<file path="config.mk">
export PLATFORM = sky130hd
export DESIGN_NAME = obmm_div
export DESIGN_NICKNAME = d
export VERILOG_FILES = /design/src/hdl/obmm_pkg.sv /design/src/hdl/obmm_div.sv
export SDC_FILE = /design/constraint.sdc
export NUM_CORES = 1
export LEC_CHECK = 0
export BUFFER_PORTS_ARGS = -buffer_cell sky130_fd_sc_hd__buf_2
export CAP_MARGIN = 20
export CORE_MARGIN = 4
export CORE_UTILIZATION = 40
export CTS_BUF_LIST = sky130_fd_sc_hd__clkbuf_4
export CTS_CLUSTER_DIAMETER = 100
export CTS_CLUSTER_SIZE = 30
export DETAILED_ROUTE_END_ITERATION = 16
export PLACE_DENSITY = 0.7
export SLEW_MARGIN = 15
export SYNTH_ARGS = -nofsm -noshare
export SYNTH_HDL_FRONTEND = slang
export SYNTH_SLANG_ARGS = --single-unit
</file>
<file path="constraint.sdc">
create_clock -name clock -period 2.9 [get_ports clock]
set_clock_uncertainty 0.05 [all_clocks]
set_input_delay 0.145 -clock clock [delete_from_list [all_inputs] [get_ports clock]]
set_output_delay 0.145 -clock clock [all_outputs]
set_load 0.02 [all_outputs]
</file>
<file path="src/hdl/obmm_pkg.sv">
package obmm_pkg;

   localparam int DIV_BITS = 96;
   localparam int DIV_CW = 7;

   localparam logic [63:0] CAP_Q30 = 64'h0000_0000_4000_0000;
   localparam logic [63:0] CAP_S47 = 64'h0000_7FFF_FFFF_FFFF;
   localparam logic [63:0] CAP_U48 = 64'h0000_FFFF_FFFF_FFFF;
   localparam logic [63:0] CAP_S63 = 64'h7FFF_FFFF_FFFF_FFFF;

   localparam logic REQ_TRADE = 1'b0;
   localparam logic REQ_LEVEL = 1'b1;

   localparam int FLAG_VOL = 0;
   localparam int FLAG_TOX = 1;
   localparam int FLAG_SPR = 2;
   localparam int FLAG_DEP = 3;
   localparam int FLAG_RES = 4;

   typedef struct packed {
      logic        start;
      logic [63:0] num;
      logic [63:0] den;
      logic [5:0]  shift;
      logic [63:0] cap;
   } div_req_type;

   typedef struct packed {
      logic        busy;
      logic        done;
      logic [63:0] quo;
   } div_rsp_type;

   typedef struct packed {
      logic [23:0] price;
      logic [23:0] vol;
      logic        buy;
      logic [47:0] tstamp;
   } trade_entry_type;

   typedef enum logic [14:0] {
      ST_IDLE     = 15'b000000000000001,
      ST_LV_BID   = 15'b000000000000010,
      ST_LV_ASK   = 15'b000000000000100,
      ST_LV_PAIR  = 15'b000000000001000,
      ST_VOL      = 15'b000000000010000,
      ST_WALK_RD  = 15'b000000000100000,
      ST_WALK_ACC = 15'b000000001000000,
      ST_WALK_DIV = 15'b000000010000000,
      ST_TOX      = 15'b000000100000000,
      ST_SPR      = 15'b000001000000000,
      ST_DEP      = 15'b000010000000000,
      ST_MEAN     = 15'b000100000000000,
      ST_REC      = 15'b001000000000000,
      ST_RES      = 15'b010000000000000,
      ST_OUT      = 15'b100000000000000
   } state_type;

endpackage

</file>
<file path="src/hdl/obmm_div.sv">
module obmm_div (
   input  logic                 clock,
   input  logic                 reset,
   input  obmm_pkg::div_req_type div_req,
   output obmm_pkg::div_rsp_type div_rsp
);

   logic                          busy_ff, busy_in;
   logic                          done_ff, done_in;
   logic [obmm_pkg::DIV_CW-1:0]   cnt_ff, cnt_in;
   logic [obmm_pkg::DIV_BITS-1:0] dvd_ff, dvd_in;
   logic [obmm_pkg::DIV_BITS-1:0] quo_ff, quo_in;
   logic [63:0]                   rem_ff, rem_in;
   logic [63:0]                   den_ff, den_in;
   logic [63:0]                   cap_ff, cap_in;
   logic [64:0]                   rem_sh;
   logic                          ge;

   // restoring division, one quotient bit a cycle
   always_comb begin
      busy_in = busy_ff;
      done_in = 1'b0;
      cnt_in  = cnt_ff;
      dvd_in  = dvd_ff;
      quo_in  = quo_ff;
      rem_in  = rem_ff;
      den_in  = den_ff;
      cap_in  = cap_ff;
      rem_sh  = {rem_ff, dvd_ff[obmm_pkg::DIV_BITS-1]};
      ge      = rem_sh >= {1'b0, den_ff};
      if (div_req.start) begin
         busy_in = 1'b1;
         cnt_in  = obmm_pkg::DIV_CW'(obmm_pkg::DIV_BITS - 1);
         dvd_in  = {32'b0, div_req.num} << div_req.shift;
         quo_in  = '0;
         rem_in  = '0;
         den_in  = div_req.den;
         cap_in  = div_req.cap;
      end else if (busy_ff) begin
         rem_in = ge ? 64'(rem_sh - {1'b0, den_ff}) : rem_sh[63:0];
         quo_in = {quo_ff[obmm_pkg::DIV_BITS-2:0], ge};
         dvd_in = dvd_ff << 1;
         cnt_in = cnt_ff - 1'b1;
         if (cnt_ff == '0) begin
            busy_in = 1'b0;
            done_in = 1'b1;
         end
      end
   end

   always_ff @(posedge clock) begin
      if (reset) begin
         busy_ff <= 1'b0;
         done_ff <= 1'b0;
      end else begin
         busy_ff <= busy_in;
         done_ff <= done_in;
      end
      cnt_ff <= cnt_in;
      dvd_ff <= dvd_in;
      quo_ff <= quo_in;
      rem_ff <= rem_in;
      den_ff <= den_in;
      cap_ff <= cap_in;
   end

   assign div_rsp.busy = busy_ff;
   assign div_rsp.done = done_ff;
   assign div_rsp.quo  = (quo_ff > {32'b0, cap_ff}) ? cap_ff : quo_ff[63:0];

endmodule

</file>
=== Word level (Yosys, flattened, before mapping) ===
Index checks and enable logic that the tools add are counted.

* $add $sub $neg: 2
* Multiply operators: 0
* Divide/modulo/power cells: 0
* Magnitude comparators: 2
* Equality and inequality tests: 0
* Shifts and indexed selects: 1
* Muxes and demuxes: 8
* Bitwise operators: 1
* Reductions and logical operators: 3

{| class="wikitable"
|+ Operator list
! kind !! count
|-
| $mux W96 || 2
|-
| $mux W64 || 2
|-
| $gt A96 B64 Y1 || 1
|-
| $shl A64 B6 Y96 || 1
|-
| $ge A65 B64 Y1 || 1
|-
| $sub A64 B64 Y64 || 1
|-
| $logic_not A7 Y1 || 1
|-
| $sub A7 B1 Y7 const B || 1
|-
| $mux W1 || 4
|-
| $reduce_or A3 Y1 || 1
|-
| $reduce_bool A2 Y1 || 1
|-
| $not A1 Y1 || 1
|}

* Bits in registers: 393
* Latch bits: 0
* RAM bits: 0
* ROM bits: 0
* Input bits: 201
* Memories kept: 0

=== Depth between registers and ports, before layout ===
Gate-level depths: netlist (run 1).

* Depth in word-level cells: 4
* Gate-level depth with buffers: 15

=== Worst setup path after synthesis (run 1) ===
Ideal clock, no wire load.

* Path kind: reg2reg
* Start point: register busy_ff
* End point: register dvd_ff[0] (netlist name) (enable)
* Library setup time: 0.449 ns
* Arrival time: 2.677 ns
* Setup slack: -0.276 ns
* Stages on the path, launching flop included: 5
* Buffers on the path: 2
* Path through: dfxtp_1 > clkbuf_1 > nor2_1 > clkbuf_1 > inv_1

* Cells in the longest elaborated chain, start to end: 1

{| class="wikitable"
|+ RTL lines
! element !! line !! source
|-
| start: declaration || obmm_div.sv:8 || <nowiki>logic busy_ff, busy_in;</nowiki>
|-
| start signal: assignment || obmm_div.sv:56 || <nowiki>busy_ff <= busy_in;</nowiki>
|-
| $reduce_bool A2 Y1 (no source line) || -- ||
|-
| end signal: assignment || obmm_div.sv:60 || <nowiki>dvd_ff <= dvd_in;</nowiki>
|-
| end: declaration || obmm_div.sv:11 || <nowiki>logic [obmm_pkg::DIV_BITS-1:0] dvd_ff, dvd_in;</nowiki>
|}

Every way passes these cells.
A chain may end at the register's enable or synchronous reset.

==> flow_metrics.py, run 1 <==
metrics = {
    "global_routing": {
        "antenna_found_initial": 4,
        "grt_pass1_wl_um": 126500,
        "grt_pass1_vias": 23660,
        "busiest_layer": "met2",
        "met1_usage": 0.3029,
        "grt_max_degree": 143,
        "grtUsageMet2": 0.3983,
        "grt_overflow": 0,
        "grtUsageTotal": 0.2297,
        "grt_use_met3": 0.02805,
    },
    "hold_path": {
        "whs_endpoint": "den_ff[33]",
        "whs_path_depth": 2,
        "min_path_type": "in -> reg",
        "worstHoldStart": "div_req[103]",
    },
    "logic_synthesis": {
        "yosysWarnings": 0,
        "synth_cell_types": 78,
        "syn_inst": 2632,
        "synth_top_area_share": 0.2688,
        "synth_edf_count": 224,
        "async_reset_ff_frac": 0,
        "ys_seq_area_frac": 0.4039,
        "avgSynthCellArea_um2": 9.509,
        "ys.flop_type": "edfxtp_1",
        "synth_fp_nets": 2964,
        "synth_seq_cells": 393,
        "synthTopCellsByArea": "edfxtp_1 (27%), dfxtp_1 (14%), mux2i_1 (7.4%)",
        "yosys.area.top_type": "edfxtp_1",
        "synth_area_um2": 25030,
    },
    "drt": {
        "postRouteAntennaNets": 0,
        "via_per_inst": 5.535,
        "route.detailed.drc": 0,
        "first_pass_iters": 5,
        "vias": 23890,
        "post_drt_wl_per_cell_um": 19.61,
        "first_iter_violations": 2090,
        "drt_wl_total_um": 84640,
    },
    "die": {
        "fp-row-count": 91,
        "die_h_um": 258.1,
        "fp.dieW_um": 258.1,
        "die-area_um2": 66640,
        "num_io_pins": 267,
        "initial_core_util": 0.4048,
        "core_um2": 61830,
    },
    "place": {
        "hpwl_um": 52890,
        "place_congestion": 0.9418,
        "post-place-ws_ps": -637.6,
        "io_buffers": 266,
        "placed_area_um2": 29890,
    },
    "critical_path": {
        "arrival_ps": 4300,
        "rrSetupSlack_ps": -280,
        "required_ps": 2710,
        "start_kind": "flip-flop",
        "crit_fanout": 5,
        "ff2ff_path_depth": 14,
        "rr_startpoint": "den_ff[2]",
        "r2r-end": "rem_ff[18]",
        "critPathCaptureType": "primary output",
        "crit_type": "reg -> out",
    },
    "status": {
        "violations": "negative setup slack",
        "run_status": "finished with violations",
    },
    "power_and_ir_drop": {
        "ir_drop_mv": 0.3973,
        "leakage_nw": 15.52,
        "powerDensity_nw_per_um2": 379.8,
    },
    "timing": {
        "fin_ws_ps": -1595,
        "timing.final.crit_share": 1.550,
        "layout_min_cycle_time_ps": 4495,
        "maxSlewViolCount": 0,
        "finalSetupViolCount": 129,
        "final_hold_viol_count": 0,
        "worstMarginPinSlew_ps": 895.1,
        "max_freq_ghz": 0.2225,
        "rsz0062_at_grt": "yes",
        "relSlewSlack": 0.3978,
    },
    "cts": {
        "clk_pin_slew_ps": 300,
        "numCtsBuffers": 19,
        "ctsHtreeMaxLevel": 1,
        "cts_tree": "yes",
        "cts_sinks": 393,
        "clockBufferDepth": 3,
        "root_buffer": "clkbuf_4",
        "clock_latency_ps": 840,
    },
    "run": {
        "cap_violations": 0,
    },
    "cells_and_area": {
        "final_layout_size_suffix_gt1_frac": 0.3167,
        "final_area_um2": 35480,
        "fin_nets": 3796,
        "area_delta_synth_final_pct": 41.75,
    },
}
[worst max-delay path, stage by stage, from the launching register on]
cell and delay (ps):
edfxtp_1 540, inv_2 90, ha_4 300, nand4_1 160, nor4_2 310, inv_1 90, or4_4 470, a211oi_4 200
nor4_2 90, o221ai_2 240, o21ai_4 160, buf_6 170, clkbuf_16 160, mux2_4 310, buf_4 160
[synthesized netlist by cell type (22+ instances only)]
cell type,number
dfxtp_1,169
o2bb2ai_1,33
o21ai_0,124
nand2_1,247
inv_1,180
edfxtp_1,224
mux4_2,48
mux2_2,78
xor2_1,22
nand3_1,27
nor2_1,314
xnor2_1,43
a31oi_1,31
a21o_1,62
mux2i_1,184
ha_1,130
nand4_1,44
clkbuf_1,132
a21oi_1,156
a211oi_1,41
[metal layers]
metal  vias to the layer above  wire, um  share of wire
li1                      11250         -              -
met1                     11410     34730           0.41
met2                       985     40910           0.48
met3                       257      5380          0.064
met4                         0      3617          0.043
met5                         -         0              0
[flip-flops by register name, summed over array words and instances (netlist names)]
register / count
dvd_ff: 96
quo_ff: 96
cap_ff: 64
den_ff: 64
rem_ff: 64
cnt_ff: 7
busy_ff: 1
done_ff: 1
[timing repair]
item	in CTS	in global routing
buffers inserted	28	26
gates cloned	10	5
pin swaps	85	81
hold buffers	269	0
setup endpoints to repair	129	129
hold endpoints to repair	420	0
resized for setup	240	262
[metrics by stage]
stage	hold WS, ps	utilization	instances	power (W)	TNS [ps]
6_report	46.25	0.5738	4317	0.01348	-106610
5_1_grt	24.52	0.5738	4316	0.01407	-121080
4_1_cts	8.776	0.5559	4296	0.01318	-94830
3_5_place_dp	273.1	0.4835	3957	0.01018	-43590
3_3_place_gp	269.1	0.4835	3957	0.01015	-32980
2_1_floorplan	167.4	-	2632	0.008662	-851.4
[final cells by class]
class | instances | area (um^2)
fillers | 5005 | 26350
multi-input cells | 1885 | 14930
flip-flops and latches | 393 | 10110
repair buffers | 983 | 8373
well taps | 837 | 1047
inverters | 182 | 686.9
clock inverters | 12 | 161.4
clock buffers | 21 | 157.7
diodes | 4 | 10.01
[cell families after synthesis]
| kind of cell | share of synthesized area |
|---|---|
| AO/OA/AOI/OAI | 0.1706 |
| XOR/XNOR | 0.02275 |
| adder cells (fa/ha/maj) | 0.06579 |
| buffers and inverters | 0.05624 |
| flip-flops | 0.4039 |
| multiplexers | 0.1546 |
| AND/OR/NAND/NOR | 0.1261 |
[where the power goes]
part | switching [W] | internal, W
combinational | 0.00234 | 0.00214
sequential | 0.000185 | 0.00633
clock | 0.00187 | 0.000601
[layout by cell type, fill, tap and decap left out, types with 22 or more instances in the layout]
master	count
nand4_1	44
a31oi_1	27
dlygate4sd3_1	269
a211oi_1	22
buf_4	390
mux4_2	48
mux2_2	43
nand3_1	24
o21ai_0	97
dfxtp_1	168
o2bb2ai_1	33
xnor2_1	35
mux2_4	41
nor2_1	304
a21oi_1	128
mux2i_1	176
inv_1	168
a21o_1	62
buf_6	88
ha_1	116
buf_2	200
nand2_1	226
edfxtp_1	224
[worst max-delay path by stage]
stage / slack, ps / depth (start not counted) / to / startpoint
floorplan: -20 / 12 / div_rsp[13] / cap_ff[23]
global placement: -500 / 12 / rem_ff[57] / den_ff[9]
detailed placement: -640 / 12 / rem_ff[50] / den_ff[9]
CTS: -1440 / 14 / div_rsp[26] / cap_ff[17]
global route: -1740 / 14 / div_rsp[14] / cap_ff[19]
finish: -1590 / 14 / div_rsp[29] / cap_ff[25]
No activity file was read; power rests on OpenSTA's default activity.
==> inputs of run 2 (changes only) <==
Settings changed: BUFFER_PORTS_ARGS -buffer_cell sky130_fd_sc_hd__buf_2 to -buffer_cell sky130_fd_sc_hd__buf_4, SLEW_MARGIN 15 to unset.
==> flow_metrics.py, run 2 (same netlist as run 1, synthesis figures left out) <==
metrics = {
    "status": {
        "run_status": "finished with violations",
        "violations": "negative setup slack",
    },
    "cells_and_area": {
        "top_regs": "dvd_ff x96, quo_ff x96",
        "area_delta_synth_final_pct": 43.21,
        "final_area_um2": 35840,
        "stdcell_count": 4318,
        "nFillCells": 4958,
        "final_layout_size_suffix_gt1_frac": 0.3110,
        "final_common_cell": "buf_4",
        "fin_nets": 3797,
        "final_cell_mix": "buf_4 (597), nor2_1 (306), dlygate4sd3_1 (272), nand2_1 (226), edfxtp_1 (224)",
        "final_core_util": 0.5797,
    },
    "place": {
        "io_buffers": 266,
        "post-place-ws_ps": -527.1,
        "placed_area_um2": 30480,
        "place_congestion": 0.9353,
        "hpwl_um": 53610,
        "dp_cells": 3952,
    },
    "run": {
        "cap_violations": 0,
    },
    "global_routing": {
        "antenna_found_initial": 5,
        "grt_overflow": 0,
        "grt_pass1_vias": 23530,
        "grtUsageTotal": 0.2301,
        "grt_max_degree": 172,
        "grt_pass1_wl_um": 126300,
    },
    "cts": {
        "ctsHtreeMaxLevel": 1,
        "clock_latency_ps": 860,
        "clockBufferDepth": 3,
        "cts_sinks": 393,
        "clk_pin_slew_ps": 330,
        "cts_tree": "yes",
        "numCtsBuffers": 18,
        "root_buffer": "clkbuf_4",
    },
    "power_and_ir_drop": {
        "p_int_w": 0.009009,
        "leakage_nw": 15.67,
        "p_comb_frac": 0.337,
        "ir_drop_mv": 0.3253,
        "powerDensity_nw_per_um2": 372.2,
        "switchingPower_w": 0.004333,
        "switching_share": 0.3247,
        "clkPwrFrac": 0.173,
        "seqPwrFrac": 0.490,
    },
    "critical_path": {
        "r2r-end": "rem_ff[49]",
        "rr_startpoint": "den_ff[3]",
        "start_kind": "flip-flop",
        "crit_fanout": 6,
        "required_ps": 2710,
        "rrSetupSlack_ps": -280,
        "crit_type": "reg -> out",
        "ff2ff_path_depth": 16,
        "arrival_ps": 4190,
        "critPathCaptureType": "primary output",
    },
    "timing": {
        "finalSetupViolCount": 129,
        "layout_min_cycle_time_ps": 4386,
        "worstMarginPinSlew_ps": 959.2,
        "fin_ws_ps": -1486,
        "rsz0062_at_grt": "yes",
        "setup_tns_ps": -105150,
        "max_freq_ghz": 0.2280,
        "timing.final.crit_share": 1.512,
        "final_hold_viol_count": 0,
        "maxSlewViolCount": 0,
        "relSlewSlack": 0.3547,
    },
    "die": {
        "initial_core_util": 0.4048,
        "die-area_um2": 66640,
        "num_io_pins": 267,
        "core_um2": 61830,
        "fp.dieW_um": 258.1,
        "die_h_um": 258.1,
        "fp-row-count": 91,
    },
    "drt": {
        "first_pass_iters": 6,
        "drt_wl_total_um": 84670,
        "postRouteAntennaNets": 0,
        "post_drt_wl_per_cell_um": 19.61,
        "via_per_inst": 5.464,
        "route.detailed.drc": 0,
        "vias": 23590,
        "first_iter_violations": 2267,
    },
    "hold_path": {
        "whs_endpoint": "dvd_ff[2]",
        "min_path_type": "in -> reg",
        "whs_path_depth": 6,
        "worstHoldStart": "div_req[136]",
    },
}
[run 2: cell count changes in the layout (fill, tap and decap cells not counted), sizes merged]
cell	delta
clkbuf	+5
inv	-3
clkinv	-1
dlygate4sd3	+3
bufinv	-1
buf	-3
diode	+1
[run 2: worst max path at each step]
stage               cells past startpoint       start          end
floorplan                              12  cap_ff[23]  div_rsp[13]
global placement                       12   den_ff[7]   rem_ff[57]
detailed placement                     12   den_ff[7]   rem_ff[50]
CTS                                    13  cap_ff[31]  div_rsp[46]
global route                           15  cap_ff[17]  div_rsp[32]
finish                                 14  cap_ff[28]  div_rsp[11]
[run 2: final cells by class]
class	count	area (um^2)	share of cell area
diodes	5	12.51	0.0003491
clock buffers	24	180.2	0.005027
clock inverters	7	92.59	0.002583
inverters	182	686.9	0.01916
multi-input cells	1885	14760	0.4118
flip-flops and latches	393	10110	0.2822
well taps	837	1047	0.02922
repair buffers	985	8950	0.2497
[run 2: per-layer routing]
| layer | global-route usage | routed length, um |
|---|---|---|
| met4 | 0.06963 | 3215 |
| met3 | 0.02981 | 5456 |
| met1 | 0.3002 | 34570 |
| met2 | 0.3994 | 41430 |
| met5 | 0 | 0 |
[run 2: repair_timing]
action                                  CTS  global route
buffers inserted                         27            20
endpoints found under the setup margin  129           129
hold buffers                            272             0
pin swaps                                75            62
hold endpoints to repair                371             0
cloned                                   10             7
gates resized for setup                 223           153
[run 2: worst max-delay path, stage by stage (launching register included)]
cell	delay, ps
edfxtp_1	470
inv_2	90
ha_4	290
nand4_1	180
nor4_2	300
inv_1	100
or4_4	470
a211oi_4	210
nor4_4	80
o221ai_2	230
o21ai_4	130
buf_12	180
buf_12	150
mux2_4	330
buf_6	150
[run 2: stage by stage]
step,hold WS [ps],power [W]
final,136.9,0.01334
after global placement,257.5,0.01022
after detailed placement,258.5,0.01025
after CTS,37.54,0.01307
after global routing,129.7,0.01396
after floorplan,167.4,0.008662
[run 2: power groups by stage]
stage	sequential, W	clock [W]	combinational [W]
2_1_floorplan	0.00656	0	0.00210
3_3_place_gp	0.00662	0	0.00361
3_5_place_dp	0.00662	0	0.00363
4_1_cts	0.00652	0.00235	0.00421
5_1_grt	0.00658	0.00254	0.00484
6_report	0.00654	0.00231	0.00449
